[config.mk]
export PLATFORM = sky130hd
export DESIGN_NAME = layer_oneshot_mod_tracker_flat
export DESIGN_NICKNAME = d
export VERILOG_FILES = /design/src/hdl/lomt_pkg.sv /design/src/hdl/lomt_if.sv /design/src/hdl/lomt_slot_unit.sv /design/src/hdl/layer_oneshot_mod_tracker.sv /design/src/flat_wrapper.sv
export SDC_FILE = /design/constraint.sdc
export NUM_CORES = 1
export LEC_CHECK = 0
export ABC_AREA = 1
export CORE_ASPECT_RATIO = 1.5
export CORE_MARGIN = 1.5
export CORE_UTILIZATION = 45
export CTS_BUF_LIST = sky130_fd_sc_hd__clkbuf_8
export CTS_CLUSTER_DIAMETER = 60
export CTS_CLUSTER_SIZE = 20
export DETAILED_ROUTE_END_ITERATION = 6
export DONT_BUFFER_PORTS = 1
export PLACE_DENSITY = 0.69
export SETUP_SLACK_MARGIN = 0.15
export SLEW_MARGIN = 20
export SYNTH_ARGS = -nofsm -noshare
export SYNTH_HDL_FRONTEND = slang
export SYNTH_SLANG_ARGS = --single-unit
[constraint.sdc]
create_clock -name clk_i -period 6.2 [get_ports clk_i]
set_input_delay 0.62 -clock clk_i [delete_from_list [all_inputs] [get_ports clk_i]]
set_output_delay 0.62 -clock clk_i [all_outputs]
set_load 0.005 [all_outputs]
[src/hdl/lomt_pkg.sv]
// ----------------------------------------------------------------------------
// lomt_pkg: shared types and constants for the one-shot modifier tracker
// Keycode widths, slot phase codes, result action codes and the structs
// that pass between the sequencer and the shared slot unit.
// ----------------------------------------------------------------------------
package lomt_pkg;

  localparam int unsigned KEY_W   = 16;
  localparam int unsigned TIME_W  = 16;
  localparam int unsigned CFG_W   = 32;
  localparam int unsigned CFG_IDX_W = 3;
  localparam int unsigned PHASE_W = 3;

  typedef logic [KEY_W-1:0]  key_t;
  typedef logic [TIME_W-1:0] ms_t;
  typedef logic [PHASE_W-1:0] phase_t;

  // Slot phases
  localparam phase_t PH_UP_UNQ    = 3'd0;
  localparam phase_t PH_UP_Q      = 3'd1;
  localparam phase_t PH_UP_QU     = 3'd2;
  localparam phase_t PH_DN_UNUSED = 3'd3;
  localparam phase_t PH_DN_USED   = 3'd4;

  // Configuration register indexes (0..3 are the slot key pairs)
  localparam logic [CFG_IDX_W-1:0] CFG_QUEUED_TIMEOUT = 3'd4;
  localparam logic [CFG_IDX_W-1:0] CFG_HOLD_WAIT      = 3'd5;

  localparam ms_t TIMEOUT_RESET = 16'd500;

  // HID modifier keycode range
  localparam key_t HID_MOD_LO = 16'h00E0;
  localparam key_t HID_MOD_HI = 16'h00E7;

  typedef enum logic [1:0] {
    ACT_DONE    = 2'd0,
    ACT_PRESS   = 2'd1,
    ACT_RELEASE = 2'd2
  } action_e;

  // Item-wide context for the slot unit
  typedef struct packed {
    logic scan;
    logic press;
    logic any_trig;
    logic ignored;
    ms_t  now;
    ms_t  queued_timeout;
    ms_t  hold_wait;
  } ctrl_t;

  // One slot's state as seen by the slot unit
  typedef struct packed {
    phase_t phase;
    logic   mod_held;
    logic   armed;
    ms_t    queued_since;
    ms_t    pressed_since;
    logic   trig;
    logic   trig_press;
  } slot_in_t;

  // Updated slot state and the result it emits, if any
  typedef struct packed {
    phase_t  phase;
    logic    armed;
    ms_t     queued_since;
    ms_t     pressed_since;
    logic    emit;
    action_e act;
  } slot_out_t;

endpackage

[src/hdl/lomt_if.sv]
// ----------------------------------------------------------------------------
// lomt_in_if / lomt_out_if: valid-ready channels of the tracker
// The input channel carries key events and scan ticks; the output channel
// carries press, release and done results.
// ----------------------------------------------------------------------------
interface lomt_in_if;
  logic                         valid;
  logic                         ready;
  logic                         operation;
  logic [lomt_pkg::KEY_W-1:0]   key_code;
  logic                         is_press;
  logic [lomt_pkg::TIME_W-1:0]  now_ms;

  modport source (output valid, output operation, output key_code,
                  output is_press, output now_ms, input ready);
  modport sink   (input valid, input operation, input key_code,
                  input is_press, input now_ms, output ready);
endinterface

interface lomt_out_if;
  logic                         valid;
  logic                         ready;
  logic [1:0]                   action;
  logic [lomt_pkg::KEY_W-1:0]   mod_code;
  logic                         pass_key;
  logic                         last;

  modport source (output valid, output action, output mod_code,
                  output pass_key, output last, input ready);
  modport sink   (input valid, input action, input mod_code,
                  input pass_key, input last, output ready);
endinterface

[src/hdl/lomt_slot_unit.sv]
// ----------------------------------------------------------------------------
// lomt_slot_unit: shared per-slot step of the one-shot machine
// Applied to one slot per cycle unless stalled. Holds the single elapsed-time
// subtract and threshold compare; gives the slot's next phase and result.
// ----------------------------------------------------------------------------
module lomt_slot_unit (
  input  lomt_pkg::ctrl_t    ctrl_i,
  input  lomt_pkg::slot_in_t slot_i,
  output lomt_pkg::slot_out_t slot_o
);
  import lomt_pkg::*;

  ms_t  stamp;
  ms_t  limit;
  ms_t  elapsed;
  logic over;

  // Shared elapsed-time unit: scans look at the queue stamp, keys at the hold
  assign stamp   = ctrl_i.scan ? slot_i.queued_since : slot_i.pressed_since;
  assign limit   = ctrl_i.scan ? ctrl_i.queued_timeout : ctrl_i.hold_wait;
  assign elapsed = ctrl_i.now - stamp;
  assign over    = elapsed > limit;

  always_comb begin
    slot_o.phase         = slot_i.phase;
    slot_o.armed         = slot_i.armed;
    slot_o.queued_since  = slot_i.queued_since;
    slot_o.pressed_since = slot_i.pressed_since;
    slot_o.emit          = 1'b0;
    slot_o.act           = ACT_RELEASE;

    if (ctrl_i.scan) begin
      // Queued modifier timed out
      if (slot_i.armed && over) begin
        slot_o.armed = 1'b0;
        slot_o.phase = PH_UP_UNQ;
        slot_o.emit  = 1'b1;
      end
    end else if (slot_i.trig) begin
      if (slot_i.trig_press) begin
        if (slot_i.phase == PH_UP_UNQ) begin
          slot_o.emit = 1'b1;
          slot_o.act  = ACT_PRESS;
        end
        slot_o.pressed_since = ctrl_i.now;
        slot_o.phase         = PH_DN_UNUSED;
      end else if (slot_i.phase == PH_DN_UNUSED && !slot_i.mod_held) begin
        // Long hold releases, short tap queues a one-shot
        if (over) begin
          slot_o.phase = PH_UP_UNQ;
          slot_o.emit  = 1'b1;
        end else begin
          slot_o.phase        = PH_UP_Q;
          slot_o.armed        = 1'b1;
          slot_o.queued_since = ctrl_i.now;
        end
      end else if (slot_i.phase == PH_DN_USED && !slot_i.mod_held) begin
        slot_o.phase = PH_UP_UNQ;
        slot_o.emit  = 1'b1;
      end
    end else if (!ctrl_i.any_trig && !ctrl_i.ignored) begin
      // Other keys consume or release a queued modifier, or mark a down one used
      if (ctrl_i.press) begin
        if (slot_i.phase == PH_UP_Q) begin
          slot_o.phase = PH_UP_QU;
          slot_o.armed = 1'b0;
        end else if (slot_i.phase == PH_UP_QU) begin
          slot_o.phase = PH_UP_UNQ;
          slot_o.emit  = 1'b1;
        end
      end else begin
        if (slot_i.phase == PH_DN_UNUSED) begin
          slot_o.phase = PH_DN_USED;
        end else if (slot_i.phase == PH_UP_Q || slot_i.phase == PH_UP_QU) begin
          slot_o.phase = PH_UP_UNQ;
          slot_o.emit  = 1'b1;
        end
      end
    end
  end

endmodule

[src/hdl/layer_oneshot_mod_tracker.sv]
// ----------------------------------------------------------------------------
// layer_oneshot_mod_tracker: layer-gated one-shot modifier tracker
// Up to FLOW_SLOTS slots pair a layer key with a modifier key. Key events and
// scan ticks step each slot's one-shot machine; results are press/release
// modifier items followed by a done item carrying the pass flag.
//
//   channel   dir  handshake        payload
//   in_i      in   valid/ready      operation, key_code, is_press, now_ms
//   out_o     out  valid/ready      action, mod_code, pass_key, last
//   cfg       in   cfg_we_i         cfg_idx_i, cfg_data_i (no back-pressure)
//
// A key event runs from the accept through a match of the key against all
// slots, a step of each slot in turn through the shared slot unit, and the
// issue of done. A scan tick skips the match step. Reset is asynchronous;
// all slots return to up-unqueued, timeouts to 500. A held output register
// stalls the slot walk when a slot has a result, and holds back the done
// item until it drains.
// ----------------------------------------------------------------------------
module layer_oneshot_mod_tracker #(
  parameter int unsigned FLOW_SLOTS = 4
) (
  input  logic                              clk_i,
  input  logic                              rst_ni,
  input  logic                              cfg_we_i,
  input  logic [lomt_pkg::CFG_IDX_W-1:0]    cfg_idx_i,
  input  logic [lomt_pkg::CFG_W-1:0]        cfg_data_i,
  lomt_in_if.sink                           in_i,
  lomt_out_if.source                        out_o
);
  import lomt_pkg::*;

  localparam int unsigned SlotW = (FLOW_SLOTS > 1) ? $clog2(FLOW_SLOTS) : 1;
  localparam logic [SlotW-1:0] LastSlot = SlotW'(FLOW_SLOTS - 1);

  typedef enum logic [3:0] {
    S_IDLE = 4'b0001,
    S_EVAL = 4'b0010,
    S_SLOT = 4'b0100,
    S_DONE = 4'b1000
  } state_e;

  // Configuration
  logic [CFG_W-1:0] keys_q [FLOW_SLOTS];
  ms_t              qto_q;
  ms_t              hold_q;

  // Slot state
  phase_t                phase_q [FLOW_SLOTS];
  ms_t                   qsince_q [FLOW_SLOTS];
  ms_t                   psince_q [FLOW_SLOTS];
  logic [FLOW_SLOTS-1:0] layer_held_q;
  logic [FLOW_SLOTS-1:0] mod_held_q;
  logic [FLOW_SLOTS-1:0] armed_q;

  // Item context
  state_e                state_q, state_d;
  logic [SlotW-1:0]      slot_q;
  logic                  scan_q;
  logic                  press_q;
  key_t                  kc_q;
  ms_t                   now_q;
  logic [FLOW_SLOTS-1:0] trig_q;
  logic [FLOW_SLOTS-1:0] trig_press_q;
  logic                  any_q;
  logic                  ign_q;

  // Output register
  logic    out_vld_q;
  action_e out_act_q;
  key_t    out_code_q;
  logic    out_pass_q;
  logic    out_last_q;

  logic                  in_acc;
  logic                  out_free;
  logic                  step_go;
  logic                  done_go;
  logic [FLOW_SLOTS-1:0] ev_layer_held;
  logic [FLOW_SLOTS-1:0] ev_mod_held;
  logic [FLOW_SLOTS-1:0] ev_trig;
  logic [FLOW_SLOTS-1:0] ev_trig_press;
  logic                  ev_ign;
  ctrl_t                 ctrl;
  slot_in_t              slot_in;
  slot_out_t             slot_out;
  key_t                  cur_mod;

  assign in_acc   = in_i.valid && in_i.ready;
  assign out_free = !out_vld_q || out_o.ready;

  // Key match against every slot at once (independent per slot)
  always_comb begin
    ev_ign = (kc_q >= HID_MOD_LO) && (kc_q <= HID_MOD_HI);
    for (int s = 0; s < FLOW_SLOTS; s++) begin
      ev_layer_held[s] = layer_held_q[s];
      ev_mod_held[s]   = mod_held_q[s];
      ev_trig[s]       = 1'b0;
      ev_trig_press[s] = 1'b0;
      if (kc_q == keys_q[s][KEY_W-1:0]) begin
        ev_ign           = 1'b1;
        ev_layer_held[s] = press_q;
      end else if (kc_q == keys_q[s][CFG_W-1:KEY_W]) begin
        if (press_q) begin
          if (layer_held_q[s]) begin
            ev_mod_held[s]   = 1'b1;
            ev_trig[s]       = 1'b1;
            ev_trig_press[s] = 1'b1;
          end
        end else if (mod_held_q[s]) begin
          ev_mod_held[s] = 1'b0;
          if (layer_held_q[s] || phase_q[s] == PH_DN_UNUSED ||
              phase_q[s] == PH_DN_USED) begin
            ev_trig[s] = 1'b1;
          end
        end
      end
    end
  end

  // Shared slot unit, fed with the slot under the walk pointer
  assign ctrl = '{scan: scan_q, press: press_q, any_trig: any_q, ignored: ign_q,
                  now: now_q, queued_timeout: qto_q, hold_wait: hold_q};
  assign slot_in = '{phase: phase_q[slot_q], mod_held: mod_held_q[slot_q],
                     armed: armed_q[slot_q], queued_since: qsince_q[slot_q],
                     pressed_since: psince_q[slot_q], trig: trig_q[slot_q],
                     trig_press: trig_press_q[slot_q]};
  assign cur_mod = keys_q[slot_q][CFG_W-1:KEY_W];

  lomt_slot_unit u_slot (
    .ctrl_i (ctrl),
    .slot_i (slot_in),
    .slot_o (slot_out)
  );

  assign step_go = (state_q == S_SLOT) && (!slot_out.emit || out_free);
  assign done_go = (state_q == S_DONE) && out_free;

  // Sequencer
  always_comb begin
    state_d = state_q;
    case (state_q)
      S_IDLE: if (in_acc) state_d = in_i.operation ? S_SLOT : S_EVAL;
      S_EVAL: state_d = S_SLOT;
      S_SLOT: if (step_go && slot_q == LastSlot) state_d = S_DONE;
      S_DONE: if (done_go) state_d = S_IDLE;
      default: state_d = S_IDLE;
    endcase
  end

  assign in_i.ready = (state_q == S_IDLE);

  // Control, configuration and slot state
  always_ff @(posedge clk_i or negedge rst_ni) begin
    if (!rst_ni) begin
      state_q      <= S_IDLE;
      slot_q       <= '0;
      qto_q        <= TIMEOUT_RESET;
      hold_q       <= TIMEOUT_RESET;
      layer_held_q <= '0;
      mod_held_q   <= '0;
      armed_q      <= '0;
      trig_q       <= '0;
      trig_press_q <= '0;
      any_q        <= 1'b0;
      ign_q        <= 1'b0;
      out_vld_q    <= 1'b0;
      for (int s = 0; s < FLOW_SLOTS; s++) begin
        keys_q[s]   <= '0;
        phase_q[s]  <= PH_UP_UNQ;
        qsince_q[s] <= '0;
        psince_q[s] <= '0;
      end
    end else begin
      state_q <= state_d;

      // Register writes
      if (cfg_we_i) begin
        for (int s = 0; s < FLOW_SLOTS; s++) begin
          if (cfg_idx_i == CFG_IDX_W'(s)) keys_q[s] <= cfg_data_i;
        end
        if (cfg_idx_i == CFG_QUEUED_TIMEOUT) qto_q <= cfg_data_i[TIME_W-1:0];
        if (cfg_idx_i == CFG_HOLD_WAIT) hold_q <= cfg_data_i[TIME_W-1:0];
      end

      if (in_acc) begin
        slot_q <= '0;
        any_q  <= 1'b0;
        ign_q  <= 1'b0;
        trig_q <= '0;
      end

      // Match results
      if (state_q == S_EVAL) begin
        layer_held_q <= ev_layer_held;
        mod_held_q   <= ev_mod_held;
        trig_q       <= ev_trig;
        trig_press_q <= ev_trig_press;
        any_q        <= |ev_trig;
        ign_q        <= ev_ign;
      end

      // Slot walk
      if (step_go) begin
        phase_q[slot_q]  <= slot_out.phase;
        armed_q[slot_q]  <= slot_out.armed;
        qsince_q[slot_q] <= slot_out.queued_since;
        psince_q[slot_q] <= slot_out.pressed_since;
        if (slot_q != LastSlot) slot_q <= slot_q + 1'b1;
      end

      // Output valid
      if ((step_go && slot_out.emit) || done_go) out_vld_q <= 1'b1;
      else if (out_o.ready) out_vld_q <= 1'b0;
    end
  end

  // Item capture and output payload
  always_ff @(posedge clk_i) begin
    if (in_acc) begin
      scan_q  <= in_i.operation;
      press_q <= in_i.is_press;
      kc_q    <= in_i.key_code;
      now_q   <= in_i.now_ms;
    end
    if (step_go && slot_out.emit) begin
      out_act_q  <= slot_out.act;
      out_code_q <= cur_mod;
      out_pass_q <= 1'b0;
      out_last_q <= 1'b0;
    end else if (done_go) begin
      out_act_q  <= ACT_DONE;
      out_code_q <= '0;
      out_pass_q <= !scan_q && !any_q;
      out_last_q <= 1'b1;
    end
  end

  assign out_o.valid    = out_vld_q;
  assign out_o.action   = out_act_q;
  assign out_o.mod_code = out_code_q;
  assign out_o.pass_key = out_pass_q;
  assign out_o.last     = out_last_q;

  // Checks
  a_slot_range: assert property (@(posedge clk_i) disable iff (!rst_ni)
    state_q == S_SLOT |-> slot_q <= LastSlot)
    else $error("slot pointer beyond last slot");

  a_last_is_done: assert property (@(posedge clk_i) disable iff (!rst_ni)
    out_vld_q |-> ((out_act_q == ACT_DONE) == out_last_q))
    else $error("last flag does not match done action");

  a_done_issued: assert property (@(posedge clk_i) disable iff (!rst_ni)
    done_go |=> out_vld_q && out_last_q && state_q == S_IDLE)
    else $error("done item not issued on leaving the walk");

  a_mid_no_pass: assert property (@(posedge clk_i) disable iff (!rst_ni)
    out_vld_q && !out_last_q |-> !out_pass_q && out_act_q != ACT_DONE)
    else $error("modifier item carries pass flag");

endmodule

[src/flat_wrapper.sv]
// flat-port wrapper written by rule: the top's interface ports become plain ports
module layer_oneshot_mod_tracker_flat import lomt_pkg::*;
#(
  parameter int unsigned FLOW_SLOTS = 4
)
  (clk_i, rst_ni, cfg_we_i, cfg_idx_i, cfg_data_i, in_i_valid, in_i_operation, in_i_key_code, in_i_is_press, in_i_now_ms, in_i_ready, out_o_valid, out_o_action, out_o_mod_code, out_o_pass_key, out_o_last, out_o_ready);
  lomt_in_if in_i_i ();
  lomt_out_if out_o_i ();
  input  logic clk_i;
  input  logic rst_ni;
  input  logic cfg_we_i;
  input  logic [lomt_pkg::CFG_IDX_W-1:0] cfg_idx_i;
  input  logic [lomt_pkg::CFG_W-1:0] cfg_data_i;
  input wire logic [$bits(in_i_i.valid)-1:0] in_i_valid;
  input wire logic [$bits(in_i_i.operation)-1:0] in_i_operation;
  input wire logic [$bits(in_i_i.key_code)-1:0] in_i_key_code;
  input wire logic [$bits(in_i_i.is_press)-1:0] in_i_is_press;
  input wire logic [$bits(in_i_i.now_ms)-1:0] in_i_now_ms;
  output wire logic [$bits(in_i_i.ready)-1:0] in_i_ready;
  output wire logic [$bits(out_o_i.valid)-1:0] out_o_valid;
  output wire logic [$bits(out_o_i.action)-1:0] out_o_action;
  output wire logic [$bits(out_o_i.mod_code)-1:0] out_o_mod_code;
  output wire logic [$bits(out_o_i.pass_key)-1:0] out_o_pass_key;
  output wire logic [$bits(out_o_i.last)-1:0] out_o_last;
  input wire logic [$bits(out_o_i.ready)-1:0] out_o_ready;
  assign in_i_i.valid = in_i_valid;
  assign in_i_i.operation = in_i_operation;
  assign in_i_i.key_code = in_i_key_code;
  assign in_i_i.is_press = in_i_is_press;
  assign in_i_i.now_ms = in_i_now_ms;
  assign in_i_ready = in_i_i.ready;
  assign out_o_valid = out_o_i.valid;
  assign out_o_action = out_o_i.action;
  assign out_o_mod_code = out_o_i.mod_code;
  assign out_o_pass_key = out_o_i.pass_key;
  assign out_o_last = out_o_i.last;
  assign out_o_i.ready = out_o_ready;
  layer_oneshot_mod_tracker #(.FLOW_SLOTS(FLOW_SLOTS)) u_core (.clk_i(clk_i), .rst_ni(rst_ni), .cfg_we_i(cfg_we_i), .cfg_idx_i(cfg_idx_i), .cfg_data_i(cfg_data_i), .in_i(in_i_i), .out_o(out_o_i));
endmodule
# After elaboration in Yosys (flattened, before gate mapping)
# Index checks and enable logic that the tools add are counted.
[word_totals] out_inout_bits=22 in_bits=74 reg_bits=383 word_cells=283
[op_classes] eq_ne=38 mux=137 n_reduce_logical=52 bitwise=5 add_sub_neg=2 magnitude_cmp=7
[ops] op="16-bit 2-to-1 mux" count=10
[ops] op="64-bit bitwise mux" count=2
[ops] op="16-bit == test" count=8
[ops] op="32-bit 2-to-1 mux" count=4
[ops] op="1-bit 2-to-1 mux" count=74
[ops] op="16-bit binary-select mux with 2-bit select" count=2
[ops] op="32-bit binary-select mux with 2-bit select" count=1
[ops] op="17-bit 2-to-1 mux" count=3
[ops] op="3-bit 2-to-1 mux" count=13
[ops] op="4-bit 2-to-1 mux" count=9
[ops] op="16-bit demux with 2-bit select" count=1
[ops] op="3-bit by 2-bit == test with 1-bit output (second input constant)" count=8
[ops] op="3-bit == test (second input constant)" count=7
[ops] op="2-bit AND reduction" count=10
[ops] op="16-bit by 8-bit greater-or-equal comparator with 1-bit output (second input constant)" count=1
[ops] op="16-bit > comparator" count=1
[ops] op="16-bit by 8-bit <= comparator with 1-bit output (second input constant)" count=1
[ops] op="2-bit 2-to-1 mux" count=8
[ops] op="4-bit one-hot mux with 4 select lines" count=1
[ops] op="4-bit AND reduction" count=4
[ops] op="16-bit subtractor" count=1
[ops] op="1-bit logical AND" count=13
[ops] op="12-bit bitwise mux" count=1
[ops] op="1-bit logical OR" count=12
[ops] op="other kinds (25)" count=46

# Longest topological paths before layout
# Gate-level depths: netlist of the first run.
[depth] word_depth=18 depth_mapped=38 depth_no_buf=33

# Hierarchy
# A second synthesis of the first run with hierarchy kept.
[unflattened] cells_unflattened=2318 area_unflattened_um2=19864.1
[by_module_without_submodules] mod="layer_oneshot_mod_tracker" cells_per_inst=1971 area_each_um2=17705.7 n_inst=1 seq_area_each_um2=9850.7
[by_module_without_submodules] mod="lomt_slot_unit" cells_per_inst=347 area_each_um2=2158.3 n_inst=1 seq_area_each_um2=0.0

# Worst setup path after synthesis of the first run
# Ideal clock, no wire load.
[synth_timing] path_type="register to register" start="register u_core.slot_q[0]" end="register u_core.out_act_q[0] (netlist: u_core.out_o.action[0]), enable pin" stages_incl_launch_ff=35 setup_time_ps=375 required_time_ps=5825 n_path_buf=5 setup_slack_ps=806 t_arrival_ps=5019 period_less_slack_ps=5394 path_cell_list="dfrtp_1 -> buf_6 -> inv_6 -> buf_6 -> buf_2 -> buf_1 -> nand2_1 -> a32o_1 -> nand2_1 -> o21ai_0 -> ha_1 -> nand2_1 -> nand2_1 -> a21oi_1 -> o21ai_0 -> a31oi_1 -> o21ai_0 -> nand2_1 -> nand2_1 -> a21oi_1 -> xnor2_1 -> ha_1 -> nand4_1 -> nor3_1 -> nand3_1 -> nand3_1 -> nand2_1 -> nand2_1 -> nand2_2 -> nand3_2 -> nand2_2 -> inv_6 -> nand3_2 -> buf_4 -> nand2_1"
[synth_between] elab_chain_len=17 elab_cells_between_ends=50 classes_between="1 x add/sub; 1 x order compare; 4 x eq/ne; 32 x mux; 1 x bitwise; 11 x reduce/logical"
[synth_rtl] item="from (decl)" line="layer_oneshot_mod_tracker.sv:57" source="logic [SlotW-1:0] slot_q;"
[synth_rtl] item="from (signal assigned)" line="layer_oneshot_mod_tracker.sv:208" source="if (slot_q != LastSlot) slot_q <= slot_q + 1'b1;"
[synth_rtl] item="2-bit NOT with 3-bit output (implied by the code)" line="layer_oneshot_mod_tracker.sv:123, layer_oneshot_mod_tracker.sv:124, layer_oneshot_mod_tracker.sv:125"
[synth_rtl] item="16-bit binary-select mux with 2-bit select (tied with other cells)" line="layer_oneshot_mod_tracker.sv:125" source="pressed_since: psince_q[slot_q], trig: trig_q[slot_q],"
[synth_rtl] item="16-bit 2-to-1 mux (implied by the code) (tied with other cells) (2 in series)" line="layer_oneshot_mod_tracker.sv:125"
[synth_rtl] item="16-bit 2-to-1 mux (tied with other cells)" line="lomt_slot_unit.sv:19" source="assign stamp = ctrl_i.scan ? slot_i.queued_since : slot_i.pressed_since;"
[synth_rtl] item="16-bit subtractor / 1-bit logical OR (equally long branches)" line="lomt_slot_unit.sv:21, lomt_slot_unit.sv:74"
[synth_rtl] item="16-bit > comparator / 1-bit 2-to-1 mux (equally long branches)" line="lomt_slot_unit.sv:22, lomt_slot_unit.sv:74"
[synth_rtl] item="1-bit 2-to-1 mux, on equally long branches" line="lomt_slot_unit.sv:49, lomt_slot_unit.sv:72"
[synth_rtl] item="1-bit 2-to-1 mux, on equally long branches" line="lomt_slot_unit.sv:47, lomt_slot_unit.sv:63"
[synth_rtl] item="1-bit 2-to-1 mux, on equally long branches" line="lomt_slot_unit.sv:40, lomt_slot_unit.sv:61"
[synth_rtl] item="1-bit 2-to-1 mux" line="lomt_slot_unit.sv:39" source="end else if (slot_i.trig) begin"
[synth_rtl] item="1-bit 2-to-1 mux *" line="lomt_slot_unit.sv:32" source="if (ctrl_i.scan) begin"
[synth_rtl] item="1-bit zero test" line="layer_oneshot_mod_tracker.sv:135" source="assign step_go = (state_q == S_SLOT) && (!slot_out.emit || out_free);"
[synth_rtl] item="1-bit logical OR" line="layer_oneshot_mod_tracker.sv:135"
[synth_rtl] item="1-bit logical AND" line="layer_oneshot_mod_tracker.sv:135"
[synth_rtl] item="1-bit logical AND *" line="layer_oneshot_mod_tracker.sv:225" source="if (step_go && slot_out.emit) begin"
[synth_rtl] item="2-bit nonzero test (no source line) *"
[synth_rtl] item="to (signal assigned)" line="layer_oneshot_mod_tracker.sv:226" source="out_act_q <= slot_out.act;"
[synth_rtl] item="to (decl)" line="layer_oneshot_mod_tracker.sv:69" source="action_e out_act_q;"
# Mark *: on every way between the ends. The rest lies on a longest branch, timed or not. The select of a mux whose other input is x is not followed.
# A chain may end at the register's enable or synchronous reset.

# Worst setup path after layout of the first run
[layout_timing] start="register u_core.slot_q[0]" end="register u_core.out_code_q[6] (netlist: u_core.out_o.mod_code[6]), enable pin"
[layout_between] elab_chain_len=17 elab_cells_between_ends=50 classes_between="1 x add/sub; 1 x order compare; 4 x eq/ne; 32 x mux; 1 x bitwise; 11 x reduce/logical"
[layout_rtl] item="2-bit NOT with 3-bit output (implied by the code)" line="layer_oneshot_mod_tracker.sv:123, layer_oneshot_mod_tracker.sv:124, layer_oneshot_mod_tracker.sv:125"
[layout_rtl] item="16-bit binary-select mux with 2-bit select (tied with other cells)" line="layer_oneshot_mod_tracker.sv:125"
[layout_rtl] item="16-bit 2-to-1 mux (implied by the code) (tied with other cells) (2 in series)" line="layer_oneshot_mod_tracker.sv:125"
[layout_rtl] item="16-bit 2-to-1 mux (tied with other cells)" line="lomt_slot_unit.sv:19"
[layout_rtl] item="16-bit subtractor / 1-bit logical OR (equally long branches)" line="lomt_slot_unit.sv:21, lomt_slot_unit.sv:74"
[layout_rtl] item="16-bit > comparator / 1-bit 2-to-1 mux (equally long branches)" line="lomt_slot_unit.sv:22, lomt_slot_unit.sv:74"
[layout_rtl] item="1-bit 2-to-1 mux, on equally long branches" line="lomt_slot_unit.sv:49, lomt_slot_unit.sv:72"
[layout_rtl] item="1-bit 2-to-1 mux, on equally long branches" line="lomt_slot_unit.sv:47, lomt_slot_unit.sv:63"
[layout_rtl] item="1-bit 2-to-1 mux, on equally long branches" line="lomt_slot_unit.sv:40, lomt_slot_unit.sv:61"
[layout_rtl] item="1-bit 2-to-1 mux" line="lomt_slot_unit.sv:39"
[layout_rtl] item="1-bit 2-to-1 mux *" line="lomt_slot_unit.sv:32"
[layout_rtl] item="1-bit zero test" line="layer_oneshot_mod_tracker.sv:135"
[layout_rtl] item="1-bit logical OR" line="layer_oneshot_mod_tracker.sv:135"
[layout_rtl] item="1-bit logical AND" line="layer_oneshot_mod_tracker.sv:135"
[layout_rtl] item="1-bit logical AND *" line="layer_oneshot_mod_tracker.sv:225"
[layout_rtl] item="2-bit nonzero test (no source line) *"
[layout_rtl] item="to (signal assigned)" line="layer_oneshot_mod_tracker.sv:227" source="out_code_q <= cur_mod;"
[layout_rtl] item="to (decl)" line="layer_oneshot_mod_tracker.sv:70" source="key_t out_code_q;"
# Marks and branches as above.

==> flow_metrics.tcl, run 1 <==
set metrics [dict create \
    status "finished, violations left" \
    violations "negative hold slack" \
    fin_nets 2300 \
    avgRoutedWirePerCell_um 18.4 \
    drtAntennaViolNets 0 \
    power_switching_mw 3.71 \
    netlist_area_um2 19300 \
    switching_share_pct 42.2 \
    tightest_slew_ps 981 \
    ys.flop_type "dfrtp_1" \
    grt_pass1_vias 15300 \
    slew_headroom_pct 34.5 \
    synthAdderAreaFrac_pct 2.43 \
    gp_congestion 0.863 \
    drt-vias-per-instance 5.49 \
    min_path_type "input port to asynchronous set/reset pin" \
    clock_power_share_pct 16.6 \
    cts_buffer_depth 3 \
    path_class "flop to flop" \
    clk_latency_ps 660 \
    synth_top_family_by_area "simple AND/OR/NAND/NOR gates" \
    seq_area_frac_synth_pct 51.0 \
    p_total_mw 8.78 \
    grt_start_max_net_pins 330 \
    dieArea_um2 44200 \
    synth_compound_area_share_pct 13.4 \
    cp_max_fo 38 \
    async_flop_share_pct 85.9 \
    netlist.area_leader.share_pct 40.9 \
    yosysTopAreaCell "dfrtp_1" \
    setup_viol 0 \
    syn_to_final_growth_pct 4.55 \
    place_hpwl_mm 34.2 \
    power.internal_mw 5.08 \
    ys_top_cells_by_count "nand2_1, dfrtp_1, o21ai_0" \
    start_kind "flop" \
    overflow 0 \
    grt_first_pass_wirelength_mm 82.2 \
    dr.pass1.iters 5 \
    rows 92 \
    drv_cap 0 \
    h-tree-depth 1 \
    yosysWarnings 0 \
    muxShareOfSynthArea_pct 0.777 \
    seqPwrFrac_pct 40.7 \
    ys_ff_latch 383 \
    leakagePower_nw 9.47 \
    whs_ps -330 \
    setup_tns_ps 0 \
    pwr_density_cell_nw_per_um2 435 \
    yosys-top-cells-area "dfrtp_1, nand2_1, edfxtp_1" \
    track_usage_pct 23.7 \
    tritoncts "built" \
    endpoint_kind "flop" \
    fmax_mhz 175 \
    synth-simple-area-share_pct 21.0 \
    final.period_utilization_pct 91.9 \
    drt_wl_total_mm 50.9 \
    required_ps 6510 \
    rsz0062_at_grt "false" \
    avgSynthCellArea_um2 8.52 \
    drt_iter0_markers 1271 \
    placeableCoreArea_um2 42200 \
    ir_drop_mv 0.253 \
    post-cts-setup-buffers 0 \
    synthXorXnorAreaFrac_pct 5.53 \
    cts_sinks 383 \
    synth.most_common_cell "nand2_1" \
    synth-edff-count 52 \
    p_comb_share_pct 42.7 \
    skew_ps 47.5 \
    fp.dieW_um 172 \
    root_buffer "clkbuf_8" \
    io_pins 96 \
    min_period_ps 5700 \
    slew_viol_final 0 \
    fin_util_pct 47.8 \
    synth_cells 2267 \
    clk_pin_slew_ps 130 \
    critPathArrivalTime_ps 6010 \
    hold_viol_final 317 \
    die_h_um 257 \
    dr_total_vias 15200 \
    port_buffers 0 \
    drc 0 \
    synth.distinct_cells 52 \
    layout-drive-gt1-share_pct 5.84 \
    grt_antenna_before_repair 3 \
    cts_buffers 26 \
    syn_nets 2378 \
    start_util_pct 45.7 \
]
## metrics by stage
stage | area, um2 | std cells | worst slack [ps] | hold WS [ps]
after floorplan | 19300 | 2267 | 806 | 324
after global placement | 19600 | 2725 | 672 | 345
after detailed placement | 19600 | 2725 | 580 | 342
after CTS | 20200 | 2773 | 547 | -354
after global routing | 20200 | 2775 | 165 | -348
final | 20200 | 2775 | 502 | -330
## sequential cells by signal, indices dropped and copies added (netlist names), 2 cells and up
register / flops
u_core.slot_q: 2
u_core.trig_q: 4
u_core.state_q: 4
u_core.mod_held_q: 4
u_core.now_q: 16
u_core.qsince_q: 64
u_core.layer_held_q: 4
u_core.out_o.action: 2
u_core.keys_q: 128
u_core.kc_q: 16
u_core.qto_q: 16
u_core.armed_q: 4
u_core.hold_q: 16
u_core.trig_press_q: 4
u_core.psince_q: 64
u_core.phase_q: 12
u_core.out_o.mod_code: 16
## critical path, cell delays in order (launching register included)
cell and delay (ps):
dfrtp_4 580, inv_6 250, buf_12 240, nand2_1 70, a32o_1 240, nand2_1 60, o21ai_0 160, ha_1 330
nand2_1 40, o21ai_0 380, a31oi_1 190, o21ai_0 300, nand2_1 80, nand2_1 70, a21oi_1 70, xnor2_1 140
ha_1 320, nand4_1 80, nor3_1 390, nand3_1 200, nand3_1 130, nand2_1 140, nand3_2 150, nand2_2 90
inv_6 130, nand3_2 100, nand2_1 70, buf_4 320
## final timing paths
kind | from | end | slack, ps | depth (start not counted)
worst max register to register | u_core.slot_q[0] | u_core.out_o.mod_code[6] | 500 | 27
worst min register to register | u_core.psince_q[61] | u_core.psince_q[61] | 480 | 2
max in group asynchronous | rst_ni | u_core.qsince_q[51] | 5870 | 0
min in group clk_i | in_i_operation | u_core.state_q[1] | 40 | 1
worst min-delay path | rst_ni | u_core.keys_q[56] | -330 | 0
worst max-delay path | u_core.slot_q[0] | u_core.out_o.mod_code[6] | 500 | 27
## what timing repair did
action                                  in CTS  in global routing
gates resized for setup                      0                  1
hold endpoints to repair                   329                318
endpoints found under the setup margin       0                  1
## final cells by class
cell class,instances,area (um2)
clock buffers,29,399
fillers,4106,22000
repair buffers,22,206
multi-input cells,1640,8380
inverters,116,453
clock inverters,19,198
well taps,564,706
flip-flops and latches,383,9850
diodes,2,5.00
## power by group through the flow
stage / registers [mW] / logic (mW) / clock network, mW
after floorplan: 3.41 / 2.96 / 0
after global placement: 3.59 / 3.63 / 0
after detailed placement: 3.61 / 3.73 / 0
after CTS: 3.56 / 3.75 / 1.49
after global routing: 3.64 / 4.26 / 1.58
final: 3.57 / 3.75 / 1.46
## layer usage
| layer | up-vias | global-route usage (%) | wire [um] |
|---|---|---|---|
| met5 | - | 0 | 12 |
| met4 | 2 | 12.0 | 2580 |
| met3 | 115 | 2.61 | 2320 |
| met2 | 432 | 41.8 | 26300 |
| met1 | 7393 | 28.4 | 19700 |
| li1 | 7280 | - | - |
## layout by cell type, fill, tap and decap left out, types with 3 or more instances in the layout
cell,count
o22ai_1,18
nand2_8,3
nor2_2,3
xnor2_1,62
o211ai_1,4
inv_1,115
nand3_1,38
inv_8,3
xor2_1,60
inv_4,3
a21oi_1,73
o21ai_2,3
nor3_1,14
or2_2,13
o21ai_0,289
edfxtp_1,52
nand2_1,753
bufinv_16,3
inv_6,4
a31oi_1,6
dfrtp_1,315
dfstp_2,13
nand2_2,4
o2111ai_1,3
nor3_2,9
a32o_1,17
nor4_1,16
nor3b_1,4
mux2i_1,15
nor2_1,96
buf_12,3
o31ai_1,5
inv_2,4
nand4_1,21
clkbuf_8,29
buf_4,18
nand3_2,5
o21ai_1,52
ha_1,36
## kinds of logic after synthesis
| family | Yosys count |
|---|---|
| adder cells (fa/ha/maj) | 37 |
| XOR/XNOR | 122 |
| AO/OA/AOI/OAI | 480 |
| multiplexers | 15 |
| AND/OR/NAND/NOR | 986 |
| buffers and inverters | 244 |
| flip-flops | 383 |
(Power assumes the default switching activity.)
==> inputs of run 2 (changes only) <==
CTS_BUF_LIST = sky130_fd_sc_hd__clkbuf_16   (was sky130_fd_sc_hd__clkbuf_8)
SYNTH_HIERARCHICAL = 1   (was not set)
==> run 2 against run 1 <==
Effect of this change:
- the flow still finishes with violations (negative hold slack)
- cell count increased by 2.9%
- power increased by 13%
- global-route usage down 0.72 points
- critical path depth unchanged
- maximum frequency rose by 2.3%
- first-iteration DRC count fell by 1.3%
==> flow_metrics.tcl, run 2 <==
set metrics [dict create \
    critPathArrivalTime_ps 6030 \
    fillers 4200 \
    fp.dieW_um 175 \
    cts_resized 0 \
    yosysTopAreaCell "dfrtp_1" \
    min_period_ps 5570 \
    port_buffers 0 \
    seq_area_frac_synth_pct 49.6 \
    synth_compound_area_share_pct 12.3 \
    netlist_area_um2 19900 \
    syn_to_final_growth_pct 6.21 \
    synth_top_family_by_area "simple AND/OR/NAND/NOR gates" \
    cts_sinks 383 \
    synth-simple-area-share_pct 18.6 \
    cp_max_fo 104 \
    ir_drop_mv 0.254 \
    seqPwrFrac_pct 37.8 \
    cts_buffer_depth 3 \
    fin_cells 2855 \
    grt_start_max_net_pins 330 \
    drtAntennaViolNets 0 \
    synth.most_common_cell "nand2_1" \
    gp_congestion 0.923 \
    drv_cap 0 \
    crit_path_max_incr_delay_ps 430 \
    placeableCoreArea_um2 43800 \
    tritoncts "built" \
    status "finished, violations left" \
    layout-drive-gt1-share_pct 10.1 \
    dr_total_vias 15500 \
    power_switching_mw 4.18 \
    rsz0062_at_grt "false" \
    dr.pass1.iters 5 \
    h-tree-depth 1 \
    drt_wl_total_mm 52.4 \
    slowest_stage "fa_1" \
    rows 94 \
    cts_buffers 26 \
    ys_ff_latch 383 \
    clk_pin_slew_ps 80 \
    muxShareOfSynthArea_pct 7.07 \
    hold_viol_final 311 \
    power.internal_mw 5.76 \
    slew_viol_final 0 \
    synthAdderAreaFrac_pct 2.37 \
    fmax_mhz 179 \
    avgSynthCellArea_um2 8.57 \
    tightest_slew_ps 1150 \
    register_area_um2 9850 \
    layout_common_cells "nand2_1, o21ai_0, dfrtp_1" \
    drc 0 \
    reg.largest.list "u_core/keys_q (128), u_core/psince_q (64), u_core/qsince_q (64)" \
    synth-edff-count 52 \
    netlist.area_leader.share_pct 39.8 \
    syn_nets 2429 \
    slew_headroom_pct 23.5 \
    pwr_density_cell_nw_per_um2 471 \
    grt_antenna_before_repair 2 \
    die_h_um 260 \
    min_path_type "input port to asynchronous set/reset pin" \
    synth.distinct_cells 48 \
    path_class "flop to flop" \
    yosysWarnings 6 \
    top_register "u_core/keys_q" \
    track_usage_pct 23.0 \
    switching_share_pct 42.1 \
    required_ps 6660 \
    critPathMostFrequentCell "nand2_1" \
    p_comb_share_pct 44.8 \
    avgRoutedWirePerCell_um 18.4 \
    largest_reg_flops 128 \
    synthXorXnorAreaFrac_pct 3.62 \
    multiInputGateArea_um2 8760 \
    grt_first_pass_wirelength_mm 82.9 \
    violations "negative hold slack" \
    synth_cells 2318 \
    ys_top_cells_by_count "nand2_1, dfrtp_1, o21ai_0" \
    yosys-top-cells-area "dfrtp_1, nand2_1, o21ai_0" \
    clock_power_share_pct 17.4 \
    async_flop_share_pct 85.9 \
    clk_latency_ps 600 \
    layout_commonest_cell "nand2_1" \
    drt-vias-per-instance 5.43 \
    root_buffer "clkbuf_16" \
    fin_nets 2370 \
    leakagePower_nw 10.0 \
    place_hpwl_mm 35.5 \
    start_kind "flop" \
    dp_cells 2806 \
    drt_iter0_markers 1254 \
    overflow 0 \
    whs_ps -276 \
    setup_tns_ps 0 \
    start_util_pct 45.4 \
    skew_ps 45.5 \
    setup_viol 0 \
    grt_pass1_vias 15300 \
    dieArea_um2 45400 \
    endpoint_kind "flop" \
    ys.flop_type "dfrtp_1" \
    io_pins 96 \
    final.period_utilization_pct 89.9 \
]
==> run 2: cell types whose count changed in the layout (fill, tap and decap cells not counted), moves of 15 or more <==
cell	previous run	this run
xnor2_1	62	45
a32o_1	17	0
nand2_1	753	626
o21ai_0	289	315
nand2_2	4	19
mux2_2	0	95
o22ai_1	18	37
clkbuf_16	0	26
xor2_1	60	37
o21ai_1	52	6
nor2_1	96	193
clkbuf_8	29	0
inv_1	115	195
==> run 2: worst paths after layout <==
| kind | from | endpoint | slack [ps] | cells past startpoint |
|---|---|---|---|---|
| worst min-delay path | rst_ni | u_core/keys_q[7] | -280 | 0 |
| max in group asynchronous | rst_ni | u_core/slot_q[1] | 5490 | 0 |
| worst max register to register | u_core/slot_q[0] | u_core/psince_q[39] | 630 | 27 |
| worst min register to register | u_core/psince_q[3] | u_core/psince_q[3] | 490 | 2 |
| min in group clk_i | in_i_operation | u_core/state_q[1] | 100 | 1 |
| worst max-delay path | u_core/slot_q[0] | u_core/psince_q[39] | 630 | 27 |
==> run 2: stage by stage <==
step	total power, mW	cell area (um2)	worst slack (ps)	hold slack, ps	util, %
global route	10.7	21100	231	-317	48.2
global placement	8.01	20300	667	342	46.4
finish	9.94	21100	628	-276	48.2
detailed placement	8.19	20300	547	341	46.4
floorplan	7.01	19900	978	324	-
CTS	9.95	21100	528	-303	48.2
==> run 2: kinds of logic after synthesis <==
| logic type | count (synthesis) |
|---|---|
| adder cells (fa/ha/maj) | 37 |
| XOR/XNOR | 82 |
| multiplexers | 128 |
| AO/OA/AOI/OAI | 460 |
| flip-flops | 383 |
| AND/OR/NAND/NOR | 921 |
| buffers and inverters | 307 |
==> run 2: what timing repair did <==
action,4_1_cts,5_1_grt
endpoints found under the hold margin,329,328
setup buffers,0,0
setup endpoints to repair,0,17
==> run 2: routing by layer <==
layer	GRT usage [%]	up-vias	part of all wire, %
met5	0	-	0.025
met4	10.0	2	4.6
met3	3.07	121	5.2
met2	42.8	488	52
met1	26.3	7469	38
li1	-	7415	-
==> run 2: cell type report <==
cell class / count / area share, %
repair buffers: 27 / 1.14
clock buffers: 26 / 3.08
well taps: 576 / 3.42
clock inverters: 21 / 0.712
multi-input cells: 1629 / 41.5
diodes: 1 / 0.0119
flip-flops and latches: 383 / 46.7
inverters: 192 / 3.42
==> run 2: critical path: cells and delay by family (launching register included) <==
family,cells,cell delay [ps]
buffers and inverters,5,1020
adder cells (fa/ha/maj),3,860
AND/OR/NAND/NOR,10,1370
multiplexers,1,380
XOR/XNOR,1,90
AO/OA/AOI/OAI,7,1310
flip-flops,1,410
==> run 2: power groups by stage <==
| stage | Clock, mW | Combinational [mW] | Sequential (mW) |
|---|---|---|---|
| floorplan | 0 | 3.44 | 3.57 |
| global placement | 0 | 4.24 | 3.77 |
| detailed placement | 0 | 4.39 | 3.79 |
| CTS | 1.78 | 4.42 | 3.75 |
| global route | 1.87 | 5.00 | 3.83 |
| finish | 1.73 | 4.46 | 3.76 |
